**config.mk**
```make
export PLATFORM = sky130hd
export DESIGN_NAME = adaptive_box_decimator_top
export DESIGN_NICKNAME = d
export VERILOG_FILES = /design/src/hdl/adb_pkg.sv /design/src/hdl/adb_divider.sv /design/src/hdl/adb_datapath.sv /design/src/hdl/adb_ctrl.sv /design/src/hdl/adaptive_box_decimator_top.sv
export SDC_FILE = /design/constraint.sdc
export NUM_CORES = 1
export LEC_CHECK = 0
export ABC_AREA = 1
export BUFFER_PORTS_ARGS = -buffer_cell sky130_fd_sc_hd__clkbuf_2
export CORE_ASPECT_RATIO = 1.25
export CORE_MARGIN = 3
export CORE_UTILIZATION = 51
export DETAILED_ROUTE_END_ITERATION = 8
export PLACE_DENSITY = 0.69
export SLEW_MARGIN = 20
export SYNTH_ARGS = -nofsm -noshare
export SYNTH_HDL_FRONTEND = slang
export SYNTH_SLANG_ARGS = --single-unit
```
**constraint.sdc**
```tcl
create_clock -name clk -period 8.9 [get_ports clk]
set_clock_uncertainty 0.2 [all_clocks]
set_input_delay 1.78 -clock clk [delete_from_list [all_inputs] [get_ports clk]]
set_output_delay 1.78 -clock clk [all_outputs]
set_load 0.02 [all_outputs]
```
**src/hdl/adb_pkg.sv**
```systemverilog
// Package for the adaptive box decimator: field widths, register map,
// reset values, steering constants and controller/datapath link types.
// No dependencies.
package adb_pkg;

  // field and register widths
  localparam int SAMPLE_W = 16;
  localparam int LEVEL_W  = 16;
  localparam int MARK_W   = 16;
  localparam int RATIO_W  = 24;
  localparam int ADDR_W   = 4;
  localparam int DATA_W   = 32;

  // ratio arithmetic, Q8.16
  localparam logic [RATIO_W-1:0] ONE_Q16   = 24'h010000;
  localparam logic [RATIO_W-1:0] RATIO_MAX = 24'hFFFFFF;
  localparam int STEER_W     = 8;
  localparam logic [STEER_W-1:0] STEER_NUM = 8'd131;
  localparam int STEER_SHIFT = 15;
  localparam int PROD_W      = RATIO_W + STEER_W;
  localparam int DELTA_W     = PROD_W - STEER_SHIFT;

  // register map: word index = paddr[3:2]
  localparam logic [1:0] REG_STEP_RATIO = 2'd0;
  localparam logic [1:0] REG_LOW_MARK   = 2'd1;
  localparam logic [1:0] REG_HIGH_MARK  = 2'd2;

  // reset values
  localparam logic [RATIO_W-1:0] STEP_RATIO_RESET = 24'd2659741;
  localparam logic [MARK_W-1:0]  LOW_MARK_RESET   = 16'd2048;
  localparam logic [MARK_W-1:0]  HIGH_MARK_RESET  = 16'd4096;

  // input op codes
  localparam logic OP_SAMPLE = 1'b0;
  localparam logic OP_CLEAR  = 1'b1;

  localparam int DEFAULT_MAX_WINDOW = 256;

  // controller to datapath commands
  typedef struct packed {
    logic load_in;
    logic steer;
    logic update;
    logic out_load;
  } adb_cmd_t;

  // datapath to controller status
  typedef struct packed {
    logic close;
    logic div_done;
    logic out_free;
  } adb_status_t;

endpackage

```
**src/hdl/adb_divider.sv**
```systemverilog
// Restoring divider for the window mean: one quotient bit per cycle,
// result truncated toward zero. Depends on adb_pkg.
module adb_divider #(
  parameter int SUM_W = 24,
  parameter int CNT_W = 9
) (
  input  logic                         clk,
  input  logic                         rst,
  input  logic                         start,
  input  logic signed [SUM_W-1:0]      dividend,
  input  logic [CNT_W-1:0]             divisor,
  output logic                         busy,
  output logic                         done,
  output logic [adb_pkg::SAMPLE_W-1:0] quotient
);
  import adb_pkg::*;

  localparam int ITER_W = $clog2(SUM_W);

  logic [SUM_W-1:0]  quot;
  logic [CNT_W-1:0]  rem;
  logic [CNT_W-1:0]  den;
  logic              neg;
  logic [ITER_W-1:0] iter;

  logic [CNT_W:0]    trial;
  logic              fits;
  logic [SUM_W-1:0]  quot_signed;

  // one restoring step
  always_comb begin
    trial = {rem, quot[SUM_W-1]};
    fits  = (trial >= {1'b0, den});
  end

  // load operands, then shift one bit per cycle
  always_ff @(posedge clk) begin
    if (rst) begin
      busy <= 1'b0;
      done <= 1'b0;
    end else begin
      done <= 1'b0;
      if (start) begin
        busy <= 1'b1;
        iter <= ITER_W'(SUM_W - 1);
      end else if (busy) begin
        iter <= iter - 1'b1;
        if (iter == '0) begin
          busy <= 1'b0;
          done <= 1'b1;
        end
      end
    end
  end

  always_ff @(posedge clk) begin
    if (start) begin
      neg  <= dividend[SUM_W-1];
      quot <= dividend[SUM_W-1] ? (~dividend + 1'b1) : dividend;
      den  <= divisor;
      rem  <= '0;
    end else if (busy) begin
      rem  <= fits ? CNT_W'(trial - {1'b0, den}) : CNT_W'(trial);
      quot <= {quot[SUM_W-2:0], fits};
    end
  end

  // apply sign of the sum
  assign quot_signed = neg ? (~quot + 1'b1) : quot;
  assign quotient    = quot_signed[SAMPLE_W-1:0];

  assert property (@(posedge clk) disable iff (rst) start |-> !busy)
    else $error("divider started while busy");

endmodule

```
**src/hdl/adb_datapath.sv**
```systemverilog
// Datapath of the adaptive box decimator: input latch, ratio steering,
// window accumulator, phase, mean divider and output register.
// Depends on adb_pkg and adb_divider.
module adb_datapath #(
  parameter int MAX_WINDOW = adb_pkg::DEFAULT_MAX_WINDOW
) (
  input  logic                               clk,
  input  logic                               rst,
  input  adb_pkg::adb_cmd_t                  cmd,
  output adb_pkg::adb_status_t               status,
  input  logic                               op,
  input  logic signed [adb_pkg::SAMPLE_W-1:0] sample,
  input  logic [adb_pkg::LEVEL_W-1:0]        queue_level,
  input  logic [adb_pkg::RATIO_W-1:0]        step_ratio,
  input  logic [adb_pkg::MARK_W-1:0]         low_mark,
  input  logic [adb_pkg::MARK_W-1:0]         high_mark,
  output logic                               out_valid,
  input  logic                               out_ready,
  output logic signed [adb_pkg::SAMPLE_W-1:0] average
);
  import adb_pkg::*;

  localparam int CNT_W = $clog2(MAX_WINDOW + 1);
  localparam int SUM_W = SAMPLE_W + $clog2(MAX_WINDOW);

  // latched input word
  logic                       op_r;
  logic [SAMPLE_W-1:0]        sample_r;
  logic [LEVEL_W-1:0]         level_r;

  // steering
  logic [PROD_W-1:0]          prod;
  logic [DELTA_W-1:0]         delta;
  logic [RATIO_W:0]           ratio_up;
  logic [RATIO_W-1:0]         ratio_dn;
  logic [RATIO_W:0]           ratio_sel;
  logic [RATIO_W-1:0]         ratio_next;
  logic [RATIO_W-1:0]         ratio;

  // window state
  logic [RATIO_W-1:0]         phase;
  logic signed [SUM_W-1:0]    window_sum;
  logic [CNT_W-1:0]           window_count;
  logic [RATIO_W:0]           p;
  logic signed [SUM_W-1:0]    sum_next;
  logic [CNT_W-1:0]           count_next;
  logic [RATIO_W-1:0]         phase_next;
  logic                       hit_ratio;
  logic                       hit_full;

  logic                       div_busy;
  logic [SAMPLE_W-1:0]        div_q;

  // hold the accepted word
  always_ff @(posedge clk) begin
    if (cmd.load_in) begin
      op_r     <= op;
      sample_r <= sample;
      level_r  <= queue_level;
    end
  end

  // steering amount, refreshed every cycle from the ratio register
  assign prod = PROD_W'(step_ratio) * PROD_W'(STEER_NUM);
  always_ff @(posedge clk) begin
    delta <= prod[PROD_W-1:STEER_SHIFT];
  end

  // pick and clamp the effective ratio
  always_comb begin
    ratio_up = {1'b0, step_ratio} + (RATIO_W + 1)'(delta);
    ratio_dn = step_ratio - RATIO_W'(delta);
    if (level_r > high_mark) begin
      ratio_sel = ratio_up;
    end else if (level_r < low_mark) begin
      ratio_sel = {1'b0, ratio_dn};
    end else begin
      ratio_sel = {1'b0, step_ratio};
    end
    if (ratio_sel > {1'b0, RATIO_MAX}) begin
      ratio_next = RATIO_MAX;
    end else if (ratio_sel < {1'b0, ONE_Q16}) begin
      ratio_next = ONE_Q16;
    end else begin
      ratio_next = ratio_sel[RATIO_W-1:0];
    end
  end

  always_ff @(posedge clk) begin
    if (cmd.steer) begin
      ratio <= ratio_next;
    end
  end

  // accumulate and advance the phase
  always_comb begin
    sum_next   = window_sum + SUM_W'(signed'(sample_r));
    count_next = window_count + 1'b1;
    p          = {1'b0, phase} + (RATIO_W + 1)'(ONE_Q16);
    hit_ratio  = (p >= {1'b0, ratio});
    hit_full   = (count_next >= CNT_W'(MAX_WINDOW));
    if (hit_ratio) begin
      phase_next = RATIO_W'(p - {1'b0, ratio});
    end else if (hit_full) begin
      phase_next = '0;
    end else begin
      phase_next = p[RATIO_W-1:0];
    end
  end

  assign status.close = cmd.update && (op_r == OP_SAMPLE) && (hit_ratio || hit_full);

  always_ff @(posedge clk) begin
    if (rst) begin
      phase        <= '0;
      window_sum   <= '0;
      window_count <= '0;
    end else if (cmd.update) begin
      if (op_r == OP_CLEAR) begin
        phase        <= '0;
        window_sum   <= '0;
        window_count <= '0;
      end else begin
        phase <= phase_next;
        if (status.close) begin
          window_sum   <= '0;
          window_count <= '0;
        end else begin
          window_sum   <= sum_next;
          window_count <= count_next;
        end
      end
    end
  end

  // mean of the closed window
  adb_divider #(
    .SUM_W (SUM_W),
    .CNT_W (CNT_W)
  ) u_div (
    .clk      (clk),
    .rst      (rst),
    .start    (status.close),
    .dividend (sum_next),
    .divisor  (count_next),
    .busy     (div_busy),
    .done     (status.div_done),
    .quotient (div_q)
  );

  // output register
  assign status.out_free = !out_valid || out_ready;

  always_ff @(posedge clk) begin
    if (rst) begin
      out_valid <= 1'b0;
    end else if (cmd.out_load) begin
      out_valid <= 1'b1;
    end else if (out_ready) begin
      out_valid <= 1'b0;
    end
  end

  always_ff @(posedge clk) begin
    if (cmd.out_load) begin
      average <= div_q;
    end
  end

  assert property (@(posedge clk) disable iff (rst)
      window_count <= CNT_W'(MAX_WINDOW))
    else $error("window count beyond maximum window");

  assert property (@(posedge clk) disable iff (rst)
      cmd.out_load |-> !div_busy)
    else $error("result loaded while divider still running");

endmodule

```
**src/hdl/adb_ctrl.sv**
```systemverilog
// Controller of the adaptive box decimator: sequences accept, steer,
// update, divide and push. Depends on adb_pkg.
module adb_ctrl (
  input  logic                 clk,
  input  logic                 rst,
  input  logic                 in_valid,
  output logic                 in_ready,
  input  adb_pkg::adb_status_t status,
  output adb_pkg::adb_cmd_t    cmd
);
  import adb_pkg::*;

  localparam logic [2:0] S_IDLE   = 3'd0;
  localparam logic [2:0] S_STEER  = 3'd1;
  localparam logic [2:0] S_UPDATE = 3'd2;
  localparam logic [2:0] S_DIV    = 3'd3;
  localparam logic [2:0] S_PUSH   = 3'd4;

  logic [2:0] state;
  logic [2:0] state_next;

  assign in_ready = (state == S_IDLE);

  // next state and commands
  always_comb begin
    state_next   = state;
    cmd.load_in  = 1'b0;
    cmd.steer    = 1'b0;
    cmd.update   = 1'b0;
    cmd.out_load = 1'b0;
    unique case (state)
      S_IDLE: begin
        if (in_valid) begin
          cmd.load_in = 1'b1;
          state_next  = S_STEER;
        end
      end
      S_STEER: begin
        cmd.steer  = 1'b1;
        state_next = S_UPDATE;
      end
      S_UPDATE: begin
        cmd.update = 1'b1;
        state_next = status.close ? S_DIV : S_IDLE;
      end
      S_DIV: begin
        if (status.div_done) begin
          state_next = S_PUSH;
        end
      end
      S_PUSH: begin
        if (status.out_free) begin
          cmd.out_load = 1'b1;
          state_next   = S_IDLE;
        end
      end
      default: begin
        state_next = S_IDLE;
      end
    endcase
  end

  always_ff @(posedge clk) begin
    if (rst) begin
      state <= S_IDLE;
    end else begin
      state <= state_next;
    end
  end

  assert property (@(posedge clk) disable iff (rst)
      cmd.out_load |-> status.out_free)
    else $error("result pushed over an unread word");

  assert property (@(posedge clk) disable iff (rst)
      (in_valid && in_ready) |=> (state == S_STEER))
    else $error("accepted word not steered next cycle");

endmodule

```
**src/hdl/adaptive_box_decimator_top.sv**
```systemverilog
// Top level of the adaptive box decimator: APB register file, controller
// and datapath. Depends on adb_pkg, adb_ctrl and adb_datapath.
//
//  channel   direction  handshake            payload
//  input     in         in_valid/in_ready    op, sample, queue_level
//  output    out        out_valid/out_ready  average
//  config    in         psel/penable/pready  paddr, pwdata, prdata
//
// A word that closes no window passes through accept, steer and update.
// A word that closes a window also runs the serial mean divider, one quotient
// bit per cycle over the sum width (24 bits at the default window), and
// then the push of the mean into the output register.
// A result waiting in the output register does not block new words; only
// the push of the next result waits for it. Reset is synchronous and clears
// phase, window sum and count and restores the register defaults.
module adaptive_box_decimator_top #(
  parameter int MAX_WINDOW = adb_pkg::DEFAULT_MAX_WINDOW
) (
  input  logic                                clk,
  input  logic                                rst,
  input  logic                                in_valid,
  output logic                                in_ready,
  input  logic                                op,
  input  logic signed [adb_pkg::SAMPLE_W-1:0] sample,
  input  logic [adb_pkg::LEVEL_W-1:0]         queue_level,
  output logic                                out_valid,
  input  logic                                out_ready,
  output logic signed [adb_pkg::SAMPLE_W-1:0] average,
  input  logic                                psel,
  input  logic                                penable,
  input  logic                                pwrite,
  input  logic [adb_pkg::ADDR_W-1:0]          paddr,
  input  logic [adb_pkg::DATA_W-1:0]          pwdata,
  output logic [adb_pkg::DATA_W-1:0]          prdata,
  output logic                                pready
);
  import adb_pkg::*;

  logic [RATIO_W-1:0] step_ratio;
  logic [MARK_W-1:0]  low_mark;
  logic [MARK_W-1:0]  high_mark;
  logic               wr_en;
  logic [1:0]         reg_idx;

  adb_cmd_t    cmd;
  adb_status_t status;

  assign pready  = 1'b1;
  assign wr_en   = psel && penable && pwrite && pready;
  assign reg_idx = paddr[3:2];

  // register writes
  always_ff @(posedge clk) begin
    if (rst) begin
      step_ratio <= STEP_RATIO_RESET;
      low_mark   <= LOW_MARK_RESET;
      high_mark  <= HIGH_MARK_RESET;
    end else if (wr_en) begin
      unique case (reg_idx)
        REG_STEP_RATIO: step_ratio <= pwdata[RATIO_W-1:0];
        REG_LOW_MARK:   low_mark   <= pwdata[MARK_W-1:0];
        REG_HIGH_MARK:  high_mark  <= pwdata[MARK_W-1:0];
        default: begin
        end
      endcase
    end
  end

  // register reads
  always_comb begin
    unique case (reg_idx)
      REG_STEP_RATIO: prdata = DATA_W'(step_ratio);
      REG_LOW_MARK:   prdata = DATA_W'(low_mark);
      REG_HIGH_MARK:  prdata = DATA_W'(high_mark);
      default:        prdata = '0;
    endcase
  end

  adb_ctrl u_ctrl (
    .clk      (clk),
    .rst      (rst),
    .in_valid (in_valid),
    .in_ready (in_ready),
    .status   (status),
    .cmd      (cmd)
  );

  adb_datapath #(
    .MAX_WINDOW (MAX_WINDOW)
  ) u_dp (
    .clk         (clk),
    .rst         (rst),
    .cmd         (cmd),
    .status      (status),
    .op          (op),
    .sample      (sample),
    .queue_level (queue_level),
    .step_ratio  (step_ratio),
    .low_mark    (low_mark),
    .high_mark   (high_mark),
    .out_valid   (out_valid),
    .out_ready   (out_ready),
    .average     (average)
  );

endmodule
```
-- Word-level counts from Yosys, hierarchy flattened
Index checks and enable logic that the tools add are counted.
- multiply operators: 1
- $add $sub $neg: 10
- order comparisons: 7
- equal/unequal tests: 9
- mux-type cells: 34
- reductions and logical operators: 19
- bitwise gates (word level): 5
- operator list (kind ; number):
    24-bit 2-to-1 mux ; 10
    24-bit case mux with 3 select lines ; 1
    24-bit by 8-bit multiplier with 32-bit output, second input constant ; 1
    9-bit 2-to-1 mux ; 3
    24-bit by 17-bit adder with 25-bit output ; 1
    24-bit by 17-bit adder with 25-bit output, second input constant ; 1
    25-bit by 24-bit greater-or-equal comparator with 1-bit output ; 1
    25-bit by 24-bit > comparator with 1-bit output, second input constant ; 1
    25-bit by 17-bit less-than comparator with 1-bit output, second input constant ; 1
    25-bit 2-to-1 mux ; 1
    24-bit by 1-bit adder with 24-bit output, second input constant ; 1
    24-bit by 16-bit adder with 24-bit output ; 1
    24-bit inverter ; 1
    24-bit by 17-bit subtractor with 24-bit output ; 1
    24-bit subtractor ; 1
    16-bit by 1-bit adder with 16-bit output, second input constant ; 1
    16-bit > comparator ; 1
    16-bit less-than comparator ; 1
    16-bit 2-to-1 mux ; 1
    16-bit inverter ; 1
    3-bit case mux with 5 select lines ; 1
    1-bit 2-to-1 mux ; 12
    10-bit by 9-bit greater-or-equal comparator with 1-bit output ; 1
    9-bit by 1-bit adder with 9-bit output, second input constant ; 1
    25 further kinds ; 39
- output and inout bits: 51
- register bits after elaboration: 257
- logic and storage cells: 107

-- Longest topological paths before layout
Gate-level depths: netlist of the first run.
- word-level depth: 6
- mapped depth: 23

-- Hierarchy
A second synthesis of the first run with hierarchy kept.
- cell total of the unflattened synthesis: 2862
- area, all modules: 20105.5 µm²
- by module, submodules not included (module ; instances ; seq. area each (µm²) ; cells each ; area an instance (µm²)):
    adb_datapath ; 1 ; 3693.5 ; 1928 ; 13655.6
    adb_divider ; 1 ; 1391.3 ; 476 ; 3508.4
    adaptive_box_decimator_top ; 1 ; 1121.1 ; 421 ; 2723.9
    adb_ctrl ; 1 ; 60.1 ; 37 ; 217.7

-- Worst setup path after synthesis of the first run
Ideal clock, no wire load.
- path kind: input -> output
- from: input port paddr[3] (netlist name)
- to: output port prdata[10] (netlist name)
- data required time: 6920 ps
- arrival: 2684 ps
- path slack: 4236 ps
- path buffers: 1
- stages: 5
- cells stage by stage: inv_1 -> nor2_1 -> inv_1 -> clkbuf_1 -> o221ai_1
- word-level cells in the longest chain between the ends: 2
- RTL lines (item ; line ; source):
    from (decl) ; adaptive_box_decimator_top.sv:32 ; input logic [adb_pkg::ADDR_W-1:0] paddr,
    2-bit equality test (tied with other cells) ; adaptive_box_decimator_top.sv:71 ; unique case (reg_idx)
    24-bit case mux with 3 select lines * ; adaptive_box_decimator_top.sv:71 ;
    to (decl) ; adaptive_box_decimator_top.sv:34 ; output logic [adb_pkg::DATA_W-1:0] prdata,
Mark *: on every way between the ends. The rest lies on a longest branch, timed or not.

-- Final worst setup path of the first run
- from: input port paddr[2] (netlist name)
- to: output port prdata[15] (netlist name)
The elaborated chain is that of the path after synthesis.

==> flow_summary_export.csv, run 1 <==
group,metric,value,unit
clock_tree,path_clk_slew,0.06,ns
run,drv_cap,0,
die,die_h,230,um
clock_tree,clock_latency,0.58,ns
power_and_ir_drop,power.share.clock,32.3,%
worst_setup_path,cpPeakStageDelay,0.86,ns
global_route,grt_pass1_wl,93.3,mm
detailed_routing,drt_iter0_drc,989,
final_layout,seq_area,6270,um2
clock_tree,cts_buffer_depth,3,
die,coreArea,39300,um2
logic_synthesis,ys_seq_elements,257,
worst_setup_path,rr_endpoint,"u_dp.delta[13]",
power_and_ir_drop,powerDensity,168,nW/um2
worst_setup_path,cp.required,6.92,ns
detailed_routing,viasPerCell,5.45,
global_route,grt_pass1_vias,18900,
clock_tree,cts_setup_buffers,0,
global_route,antenna_found_initial,1,
die,num_rows,81,
logic_synthesis,avgSynthCellArea,7.08,um2
worst_setup_path,endpoint_kind,"primary output",
worst_setup_path,crit_start,"paddr[2]",
die,ioPinCount,127,
placement,globalplace.congestion,0.948,
placement,dp_hpwl,45.1,mm
placement,place.port_buffers,107,
sta,worst_pin_slew,1.16,ns
clock_tree,cts_made_buffers,29,
power_and_ir_drop,ir_worst_vdd,0.000135,V
sta,hold-worst-slack,0.266,ns
worst_setup_path,worstRegToRegCells,14,
logic_synthesis,yosysWarnings,0,
logic_synthesis,synth_top_family_by_area,"simple AND/OR/NAND/NOR gates",
worst_setup_path,cp.arrival,3.69,ns
worst_setup_path,setup.worst_path.start_class,"input port",
clock_tree,postCtsHoldBufs,0,
worst_setup_path,worstPathMaxFanout,14,
hold_path,min_from,"u_dp.window_count[8]",
sta,maxSlewViolCount,0,
global_route,busiest_layer,"met2",
sta,relSlewSlack,22.6,%
final_layout,syn2layout_area_growth,8.71,%
detailed_routing,vias,18900,
clock_tree,root_buffer,"clkbuf_16",
detailed_routing,dr.pass1.iters,5,
sta,setup_tns,0,ns
hold_path,hold_depth,2,
logic_synthesis,synth_cell_types,50,
logic_synthesis,synth-xor-area-share,3.56,%
detailed_routing,postRouteWirelength,57.2,mm
worst_setup_path,crit_chain,"clkbuf_2, nor2_1, inv_1, o221ai_1, clkbuf_2",
power_and_ir_drop,switching_share,36.0,%
logic_synthesis,synth-compound-area-share,13.4,%
logic_synthesis,synth_cells,2882,
logic_synthesis,synthAdderAreaFrac,14.4,%
logic_synthesis,muxShareOfSynthArea,0,%
die,initial_core_util,51.9,%
global_route,grt.overflow.total,0,
sta,period_minus_slack,5.67,ns
power_and_ir_drop,power_switching,1.34,mW
clock_tree,cts.sinks,257,
sta,final-hold-violation-count,0,
clock_tree,post_cts_resized,0,
global_route,grt_use_met1,31.4,%
power_and_ir_drop,p_leak,10.6,nW
detailed_routing,wl_per_cell,16.5,um
final_layout,finalNonFillerCells,3474,
global_route,grt_usage,26.9,%
sta,rsz0062_at_grt,"false",
clock_tree,h-tree-depth,1,
power_and_ir_drop,pwr-share-comb,30.9,%
final_layout,nFillCells,3779,
worst_setup_path,r2r-start,"step_ratio[19]",
global_route,use_met2,49.1,%
power_and_ir_drop,total_power,3.73,mW
worst_setup_path,slowest_stage,"nor2_1",
detailed_routing,drc,0,
clock_tree,tritoncts,"yes",
logic_synthesis,ys_seq_area_share,30.7,%
die,die-area,42400,um2
placement,dpl.cell_count,3419,
global_route,grt_use_met3,3.27,%
final_layout,drive_gt1_share,8.70,%
worst_setup_path,crit_type,"input port to primary output",
sta,setup_viol,0,
sta,fmax,0.176,GHz
detailed_routing,ant_nets,0,
hold_path,worstHoldEndpoint,"u_dp.window_count[8]",
global_route,grt_max_degree,63,
logic_synthesis,synthSimpleGateAreaFrac,27.2,%
logic_synthesis,syn_area,20400,um2
sta,fin_crit_sh,63.7,%
final_layout,multi_input_area,12000,um2
die,die_x,185,um
power_and_ir_drop,p_int,2.39,mW
worst_setup_path,critPathMostFrequentCell,"clkbuf_2",
status,status,"finished clean",
power_and_ir_drop,seqPwrFrac,36.8,%
hold_path,hp-class,"register to register",
final_layout,antenna_cells,0,
final_layout,nets,3251,
worst_setup_path,r2r_setup_slack,4.31,ns
registers in the layout, summed over array words and instances (netlist names), 3 cells and up:
name,flops
high_mark,16
low_mark,16
step_ratio,24
u_ctrl.state,3
u_dp.average,16
u_dp.delta,17
u_dp.level_r,16
u_dp.phase,24
u_dp.ratio,24
u_dp.sample_r,16
u_dp.u_div.den,9
u_dp.u_div.iter,5
u_dp.u_div.quot,24
u_dp.u_div.rem,9
u_dp.window_count,9
u_dp.window_sum,24
power groups by stage:
stage,logic (mW),clock network (mW),registers (mW)
6_report,1.15,1.20,1.37
5_1_grt,1.31,1.28,1.38
4_1_cts,1.14,1.23,1.37
3_5_place_dp,1.13,0,1.40
3_3_place_gp,1.11,0,1.40
2_1_floorplan,0.865,0,1.38
critical path: cells and delay by family:
family,cells,cell delay (ns)
compound gates,1,0.29
buf+inv,3,0.76
simple gates,1,0.86
how the worst max path moves through the flow:
stage	to	slack, ns	cells past startpoint
floorplan	prdata[10]	4.24	5
global placement	prdata[0]	3.37	5
detailed placement	prdata[15]	3.29	5
CTS	prdata[15]	3.29	5
global route	prdata[15]	3.08	5
finish	prdata[15]	3.23	5
layer usage:
metal / up-vias / share of wire [%]
met5: - / 0.031
met2: 516 / 50
li1: 9551 / -
met3: 156 / 5.2
met1: 8704 / 40
met4: 2 / 4.5
cell type report:
type / count / area share, %
clock buffer: 34 / 3.84
clock inverter: 20 / 0.547
tap: 498 / 2.81
inverter: 448 / 7.60
multi-input combinational: 2100 / 54.1
sequential: 257 / 28.3
timing repair buffer: 117 / 2.81
cells in the final DEF, fill, tap and decap left out, types with 6 or more instances in the layout:
cell	count
o221ai_1	18
clkinv_2	8
inv_2	9
nor3_1	22
nand2_2	22
inv_1	437
nand3b_1	16
nor4_1	8
o21ai_0	153
fa_1	22
nor2_1	211
buf_4	9
o21bai_1	11
o21ai_1	8
o22ai_1	7
nand4_1	37
a21o_1	6
nand3_1	183
or2_2	12
nor2_2	16
edfxtp_1	112
clkbuf_16	34
a21oi_1	243
xnor2_1	22
conb_1	9
nand2_1	739
a31oi_1	17
o211ai_1	14
dfxtp_1	145
xor2_1	61
clkbuf_2	107
ha_1	200
nor2_4	10
metrics by stage:
step           setup WS [ns]  util [%]  cell area (um2)
2_1_floorplan           4.24         -            20400
3_3_place_gp            3.37      53.8            21200
3_5_place_dp            3.29      53.8            21200
4_1_cts                 3.29      56.3            22100
5_1_grt                 3.08      56.4            22200
6_report                3.23      56.4            22200
Yosys cell counts, drive strengths merged:
cell | instances | area share, %
nand2 | 761 | 14
inv | 447 | 8.2
a21oi | 248 | 6.2
nor2 | 237 | 4.8
ha | 200 | 12
nand3 | 189 | 4.8
o21ai | 165 | 4.1
dfxtp | 145 | 14
edfxtp | 112 | 16
xor2 | 61 | 2.6
buf | 47 | 1.8
nand4 | 38 | 1.2
clkbuf | 37 | 0.68
nor3 | 27 | 0.76
fa | 22 | 2.2
xnor2 | 22 | 0.94
o221ai | 18 | 0.77
a31oi | 17 | 0.52
nand3b | 16 | 0.59
o211ai | 14 | 0.52
or2 | 14 | 0.43
o21bai | 11 | 0.40
nor4 | 8 | 0.25
o22ai | 7 | 0.21
a21o | 6 | 0.22
a221oi | 3 | 0.13
o21a | 3 | 0.11
conb | 2 | 0.037
a211oi | 1 | 0.037
and2 | 1 | 0.031
clkinv | 1 | 0.018
o2111ai | 1 | 0.043
o311ai | 1 | 0.043
logic make-up after synthesis:
kind of cell	count (synthesis)
simple gates	1291
buf+inv	532
compound gates	495
flops	257
fa+ha+maj	222
xor+xnor	83
other cells	2
Power figures use the tool's default switching activity.
==> run 2: changes to the inputs <==
--- a/config.mk
+++ b/config.mk
@@ -11,7 +11,7 @@
 export CORE_MARGIN = 3
 export CORE_UTILIZATION = 51
 export DETAILED_ROUTE_END_ITERATION = 8
-export PLACE_DENSITY = 0.69
+export PLACE_DENSITY = 0.71
 export SLEW_MARGIN = 20
 export SYNTH_ARGS = -nofsm -noshare
 export SYNTH_HDL_FRONTEND = slang
==> constraint.sdc (replaced) <==
create_clock -name clk -period 4.8 [get_ports clk]
set_clock_uncertainty 0.2 [all_clocks]
set_input_delay 0.96 -clock clk [delete_from_list [all_inputs] [get_ports clk]]
set_output_delay 0.96 -clock clk [all_outputs]
set_load 0.02 [all_outputs]
==> run 2 against run 1 <==
Against the previous run: routed wire length is 1.4% lower; register-to-register slack worse by 3.4 ns; largest power group unchanged; utilization is 0.39 points higher; flip-flop and latch count stayed put; largest cell class unchanged; cell count is 0.55% higher; total power is 87% higher; critical path depth is 8 higher; design area is 0.68% higher; clock power is 91% higher; clock-buffer cell count is 2 higher; combinational power is 88% higher; setup slack worse by 2.4 ns.
==> flow_summary_export.csv, run 2 (synthesis gave the netlist of run 1 again) <==
group,metric,value,unit
worst_setup_path,rr_endpoint,"u_dp.delta[13]",
placement,globalplace.congestion,1.02,
sta,fin_crit_sh,81.9,%
worst_setup_path,crit_type,"register to register",
global_route,grt_pass1_wl,91.6,mm
detailed_routing,wl_per_cell,16.2,um
worst_setup_path,crit_chain,"ha_1, ha_1, inv_1, fa_1, inv_1, ha_1, nand2_1, nor4_1, nand3_1, o211ai_1, nand3_1, o2111ai_1, xor2_1",
power_and_ir_drop,pwr-share-comb,31.0,%
worst_setup_path,endpoint_kind,"register",
worst_setup_path,slowest_stage,"dfxtp_1",
global_route,grt_max_degree,63,
final_layout,antenna_cells,0,
status,status,"finished clean",
power_and_ir_drop,p_int,4.53,mW
worst_setup_path,r2r_setup_slack,0.87,ns
clock_tree,cts_made_buffers,28,
hold_path,min_from,"u_dp.phase[0]",
placement,dp_hpwl,44.8,mm
global_route,grt.overflow.total,0,
power_and_ir_drop,power_switching,2.46,mW
clock_tree,tritoncts,"yes",
clock_tree,cts.sinks,257,
final_layout,nets,3271,
detailed_routing,drt_iter0_drc,990,
detailed_routing,dr.pass1.iters,5,
die,num_rows,81,
clock_tree,cts_setup_buffers,0,
global_route,grt_usage,26.4,%
final_layout,mostFrequentLayoutCell,"nand2_1",
sta,relSlewSlack,41.1,%
die,initial_core_util,51.9,%
final_layout,syn2layout_area_growth,9.45,%
detailed_routing,vias,18900,
sta,worst_pin_slew,0.883,ns
placement,place.port_buffers,107,
clock_tree,post_cts_resized,0,
clock_tree,root_buffer,"clkbuf_16",
sta,period_minus_slack,3.93,ns
die,die_x,185,um
worst_setup_path,setup.worst_path.start_class,"register",
sta,maxSlewViolCount,0,
clock_tree,clock_latency,0.59,ns
clock_tree,path_clk_slew,0.06,ns
sta,fmax,0.254,GHz
global_route,antenna_found_initial,0,
worst_setup_path,cp.required,5.08,ns
worst_setup_path,path_buf_inv,2,
sta,setup_tns,0,ns
worst_setup_path,crit_start,"step_ratio[15]",
clock_tree,h-tree-depth,1,
hold_path,hold_depth,2,
worst_setup_path,critPathMostFrequentCell,"ha_1",
power_and_ir_drop,switching_share,35.2,%
hold_path,worstHoldEndpoint,"u_dp.phase[0]",
detailed_routing,postRouteWirelength,56.4,mm
worst_setup_path,worstRegToRegCells,13,
hold_path,hp-class,"register to register",
sta,final-hold-violation-count,0,
worst_setup_path,cpPeakStageDelay,0.61,ns
power_and_ir_drop,power.share.clock,32.7,%
run,drv_cap,0,
power_and_ir_drop,ir_worst_vdd,0.000223,V
final_layout,drive_gt1_share,9.05,%
sta,setup_viol,0,
die,die-area,42400,um2
worst_setup_path,r2r-start,"step_ratio[15]",
detailed_routing,drc,0,
worst_setup_path,cp.arrival,4.22,ns
die,coreArea,39300,um2
sta,rsz0062_at_grt,"false",
sta,hold-worst-slack,0.262,ns
final_layout,final_util,56.8,%
worst_setup_path,worst_path_dominant_cell_family,"adder cells",
final_layout,nFillCells,3787,
worst_setup_path,worstPathMaxFanout,7,
detailed_routing,viasPerCell,5.40,
global_route,grt_pass1_vias,18700,
final_layout,layout_common_cells,"740 x nand2_1, 437 x inv_1, 243 x a21oi_1",
power_and_ir_drop,seqPwrFrac,36.3,%
clock_tree,cts_buffer_depth,3,
die,ioPinCount,127,
power_and_ir_drop,p_leak,10.7,nW
detailed_routing,ant_nets,0,
power_and_ir_drop,powerDensity,313,nW/um2
clock_tree,postCtsHoldBufs,0,
die,die_h,230,um
[run 2: worst max-delay path by stage]
stage	cells after the start	endpoint	slack, ns
2_1_floorplan	16	u_dp.u_div.iter[0]	1.21
6_report	13	u_dp.delta[13]	0.87
5_1_grt	13	u_dp.delta[13]	0.59
3_5_place_dp	13	u_dp.delta[13]	0.89
3_3_place_gp	14	u_dp.delta[13]	0.96
4_1_cts	13	u_dp.delta[13]	0.84
[run 2: metal layers]
metal / vias up / global-route usage (%) / wire, um
li1: 9592 / - / -
met1: 8654 / 30.8 / 23000
met2: 461 / 48.3 / 28400
met3: 156 / 2.89 / 2420
met4: 0 / 11.7 / 2650
met5: - / 0 / 0
[run 2: stage by stage]
step | setup slack, ns | total power [mW] | std cells | area (um2)
2_1_floorplan | 1.21 | 4.17 | 2889 | 20400
3_3_place_gp | 0.956 | 4.67 | 3440 | 21300
3_5_place_dp | 0.892 | 4.71 | 3440 | 21300
4_1_cts | 0.836 | 7.01 | 3492 | 22300
5_1_grt | 0.592 | 7.41 | 3493 | 22300
6_report | 0.868 | 6.99 | 3493 | 22300
[run 2: layout make-up]
type,count,area (um2),area share [%]
Tap cell,498,623,2.79
Clock inverter,16,228,1.02
Multi-Input combinational cell,2100,12000,53.8
Inverter,448,1680,7.55
Sequential cell,257,6270,28.1
Clock buffer,36,741,3.32
Timing Repair Buffer,138,781,3.50
[run 2: power groups by stage]
stage          registers (mW)  clock network [mW]  logic [mW]
6_report                 2.54                2.29        2.16
5_1_grt                  2.55                2.41        2.45
4_1_cts                  2.54                2.33        2.14
3_5_place_dp             2.59                   0        2.13
3_3_place_gp             2.58                   0        2.08
2_1_floorplan            2.57                   0        1.60
[run 2: worst min-delay path, cell delays in order, from the launching register on]
cell and delay [ns]:
dfxtp_1 0.31, nand2_1 0.06, a21oi_1 0.05
==> run 3: changes to the inputs <==
--- a/config.mk
+++ b/config.mk
@@ -11,7 +11,7 @@
 export CORE_MARGIN = 3
 export CORE_UTILIZATION = 51
 export DETAILED_ROUTE_END_ITERATION = 8
-export PLACE_DENSITY = 0.71
+export PLACE_DENSITY = 0.69
 export SLEW_MARGIN = 20
 export SYNTH_ARGS = -nofsm -noshare
 export SYNTH_HDL_FRONTEND = slang
==> constraint.sdc (replaced) <==
create_clock -name clk -period 3.8 [get_ports clk]
set_clock_uncertainty 0.2 [all_clocks]
set_input_delay 0.76 -clock clk [delete_from_list [all_inputs] [get_ports clk]]
set_output_delay 0.76 -clock clk [all_outputs]
set_load 0.02 [all_outputs]
==> run 3 against run 2 <==
Against the previous run: sequential share of layout area shrank 0.37 points; via count increased by 1.6%; clock power grew 17%; register-to-register slack got worse by 0.66 ns; largest cell class unchanged; cell count rose by 1.2%; total power up 25%; critical path type unchanged; first-iteration DRC count increased by 0.40%.
==> flow_summary_export.csv, run 3 (synthesis gave the netlist of run 1 again) <==
group,metric,value,unit
status,status,"finished clean",
hold_path,hp-class,"input port to register",
sta,relSlewSlack,41.3,%
worst_setup_path,setup.worst_path.start_class,"register",
sta,final-hold-violation-count,0,
placement,place.port_buffers,107,
clock_tree,path_clk_slew,0.06,ns
final_layout,syn2layout_area_growth,10.9,%
sta,fin_crit_sh,94.5,%
die,ioPinCount,127,
clock_tree,postCtsHoldBufs,0,
die,die_h,230,um
final_layout,mostFrequentLayoutCell,"nand2_1",
worst_setup_path,cp.required,4.09,ns
detailed_routing,drt_iter0_drc,994,
placement,dp_hpwl,46.7,mm
detailed_routing,dr.pass1.iters,5,
worst_setup_path,worstPathMaxFanout,3,
global_route,grt_use_met3,2.45,%
placement,globalplace.congestion,0.989,
final_layout,drive_gt1_share,10.5,%
final_layout,nets,3313,
die,die-area,42400,um2
sta,hold-worst-slack,0.156,ns
clock_tree,tritoncts,"yes",
power_and_ir_drop,powerDensity,385,nW/um2
power_and_ir_drop,ir_worst_vdd,0.000320,V
die,die_x,185,um
clock_tree,h-tree-depth,1,
detailed_routing,postRouteWirelength,58.6,mm
clock_tree,cts_buffer_depth,3,
detailed_routing,drc,0,
worst_setup_path,cp.arrival,3.88,ns
sta,rsz0062_at_grt,"false",
detailed_routing,ant_nets,0,
final_layout,final_area,22600,um2
sta,setup_viol,0,
global_route,grt.overflow.total,0,
clock_tree,root_buffer,"clkbuf_16",
clock_tree,cts_made_buffers,29,
die,coreArea,39300,um2
global_route,grt_use_met1,33.0,%
sta,fmax,0.278,GHz
worst_setup_path,crit_type,"register to register",
final_layout,antenna_cells,0,
power_and_ir_drop,p_leak,10.9,nW
sta,period_minus_slack,3.59,ns
worst_setup_path,slowest_stage,"fa_1",
global_route,grt_usage,27.3,%
worst_setup_path,crit_chain,"inv_4, ha_1, ha_1, inv_1, fa_1, inv_1, ha_1, nand2_1, nor4_4, nand3_1, o211ai_1, buf_4, nand3_1, o2111ai_1, xor2_1",
global_route,use_met2,49.8,%
global_route,grt_pass1_wl,94.2,mm
die,initial_core_util,51.9,%
sta,maxSlewViolCount,0,
final_layout,layout_common_cells,"740 x nand2_1, 437 x inv_1, 242 x a21oi_1",
global_route,antenna_found_initial,1,
global_route,busiest_layer,"met2",
clock_tree,clock_latency,0.58,ns
detailed_routing,wl_per_cell,16.6,um
worst_setup_path,cpPeakStageDelay,0.53,ns
worst_setup_path,endpoint_kind,"register",
sta,setup_tns,0,ns
die,num_rows,81,
final_layout,final_util,57.5,%
global_route,grt_max_degree,62,
clock_tree,cts.sinks,257,
global_route,grt_pass1_vias,18800,
placement,postPlaceCellArea,21700,um2
run,drv_cap,0,
detailed_routing,vias,19200,
detailed_routing,viasPerCell,5.42,
sta,worst_pin_slew,0.880,ns
worst_setup_path,critPathMostFrequentCell,"ha_1",
==> run 3: changes by cell type in the layout (fill, tap and decap cells not counted), sizes merged <==
cell / before / now
bufinv: 5 / 1
inv: 448 / 451
buf: 31 / 72
clkinv: 10 / 11
clkbuf: 143 / 141
clkinvlp: 1 / 5
==> run 3: metrics by stage <==
| stage | cells | total power, mW | worst slack, ns |
|---|---|---|---|
| 2_1_floorplan | 2889 | 5.26 | 0.209 |
| 3_3_place_gp | 3481 | 5.97 | 0.221 |
| 3_5_place_dp | 3481 | 6.03 | 0.199 |
| 4_1_cts | 3535 | 8.73 | 0.137 |
| 5_1_grt | 3536 | 9.24 | 0.00708 |
| 6_report | 3536 | 8.70 | 0.208 |
==> run 3: power by group <==
part | internal [mW] | leakage, nW | switching [mW] | total, mW
Sequential | 3.11 | 2.20 | 0.0976 | 3.21
Clock | 1.49 | 0.430 | 1.19 | 2.68
Combinational | 0.941 | 8.26 | 1.87 | 2.81
==> run 3: worst max-delay path: cells and delay by family (launching register included) <==
kind,cells,cell delay [ns]
adder cells (fa/ha/maj),4,1.39
AND/OR/NAND/NOR,4,0.64
flip-flops,1,0.47
buffers and inverters,4,0.32
AO/OA/AOI/OAI,2,0.32
XOR/XNOR,1,0.17
==> run 3: cell type report <==
cell class	count	area [um2]
Multi-Input combinational cell	2100	12000
Clock inverter	20	146
Sequential cell	257	6270
Clock buffer	34	754
Tap cell	498	623
Timing Repair Buffer	179	1110
Inverter	448	1690
Fill cell	3763	16700
==> run 3: path summary, 6_finish.rpt <==
| kind | to | slack, ns | cells after the start | from |
|---|---|---|---|---|
| hold / removal | u_dp.sample_r[14] | 0.16 | 1 | sample[14] |
| hold reg to reg | u_dp.phase[6] | 0.27 | 2 | u_dp.phase[6] |
| setup / recovery | u_dp.delta[13] | 0.21 | 15 | step_ratio[17] |
| setup reg to reg | u_dp.delta[13] | 0.21 | 15 | step_ratio[17] |
==> run 3: what timing repair did <==
action / in CTS / in global routing
endpoints found under the hold margin: 0 / 0
setup buffers: 0 / 0
endpoints found under the setup margin: 0 / 5
gates resized for setup: 0 / 7
==> run 3: per-layer routing <==
metal / share of wire, % / wire length [um]
met5: 0.015 / 9
met4: 3.9 / 2280
met3: 4.3 / 2510
met2: 50 / 29500
met1: 41 / 24300
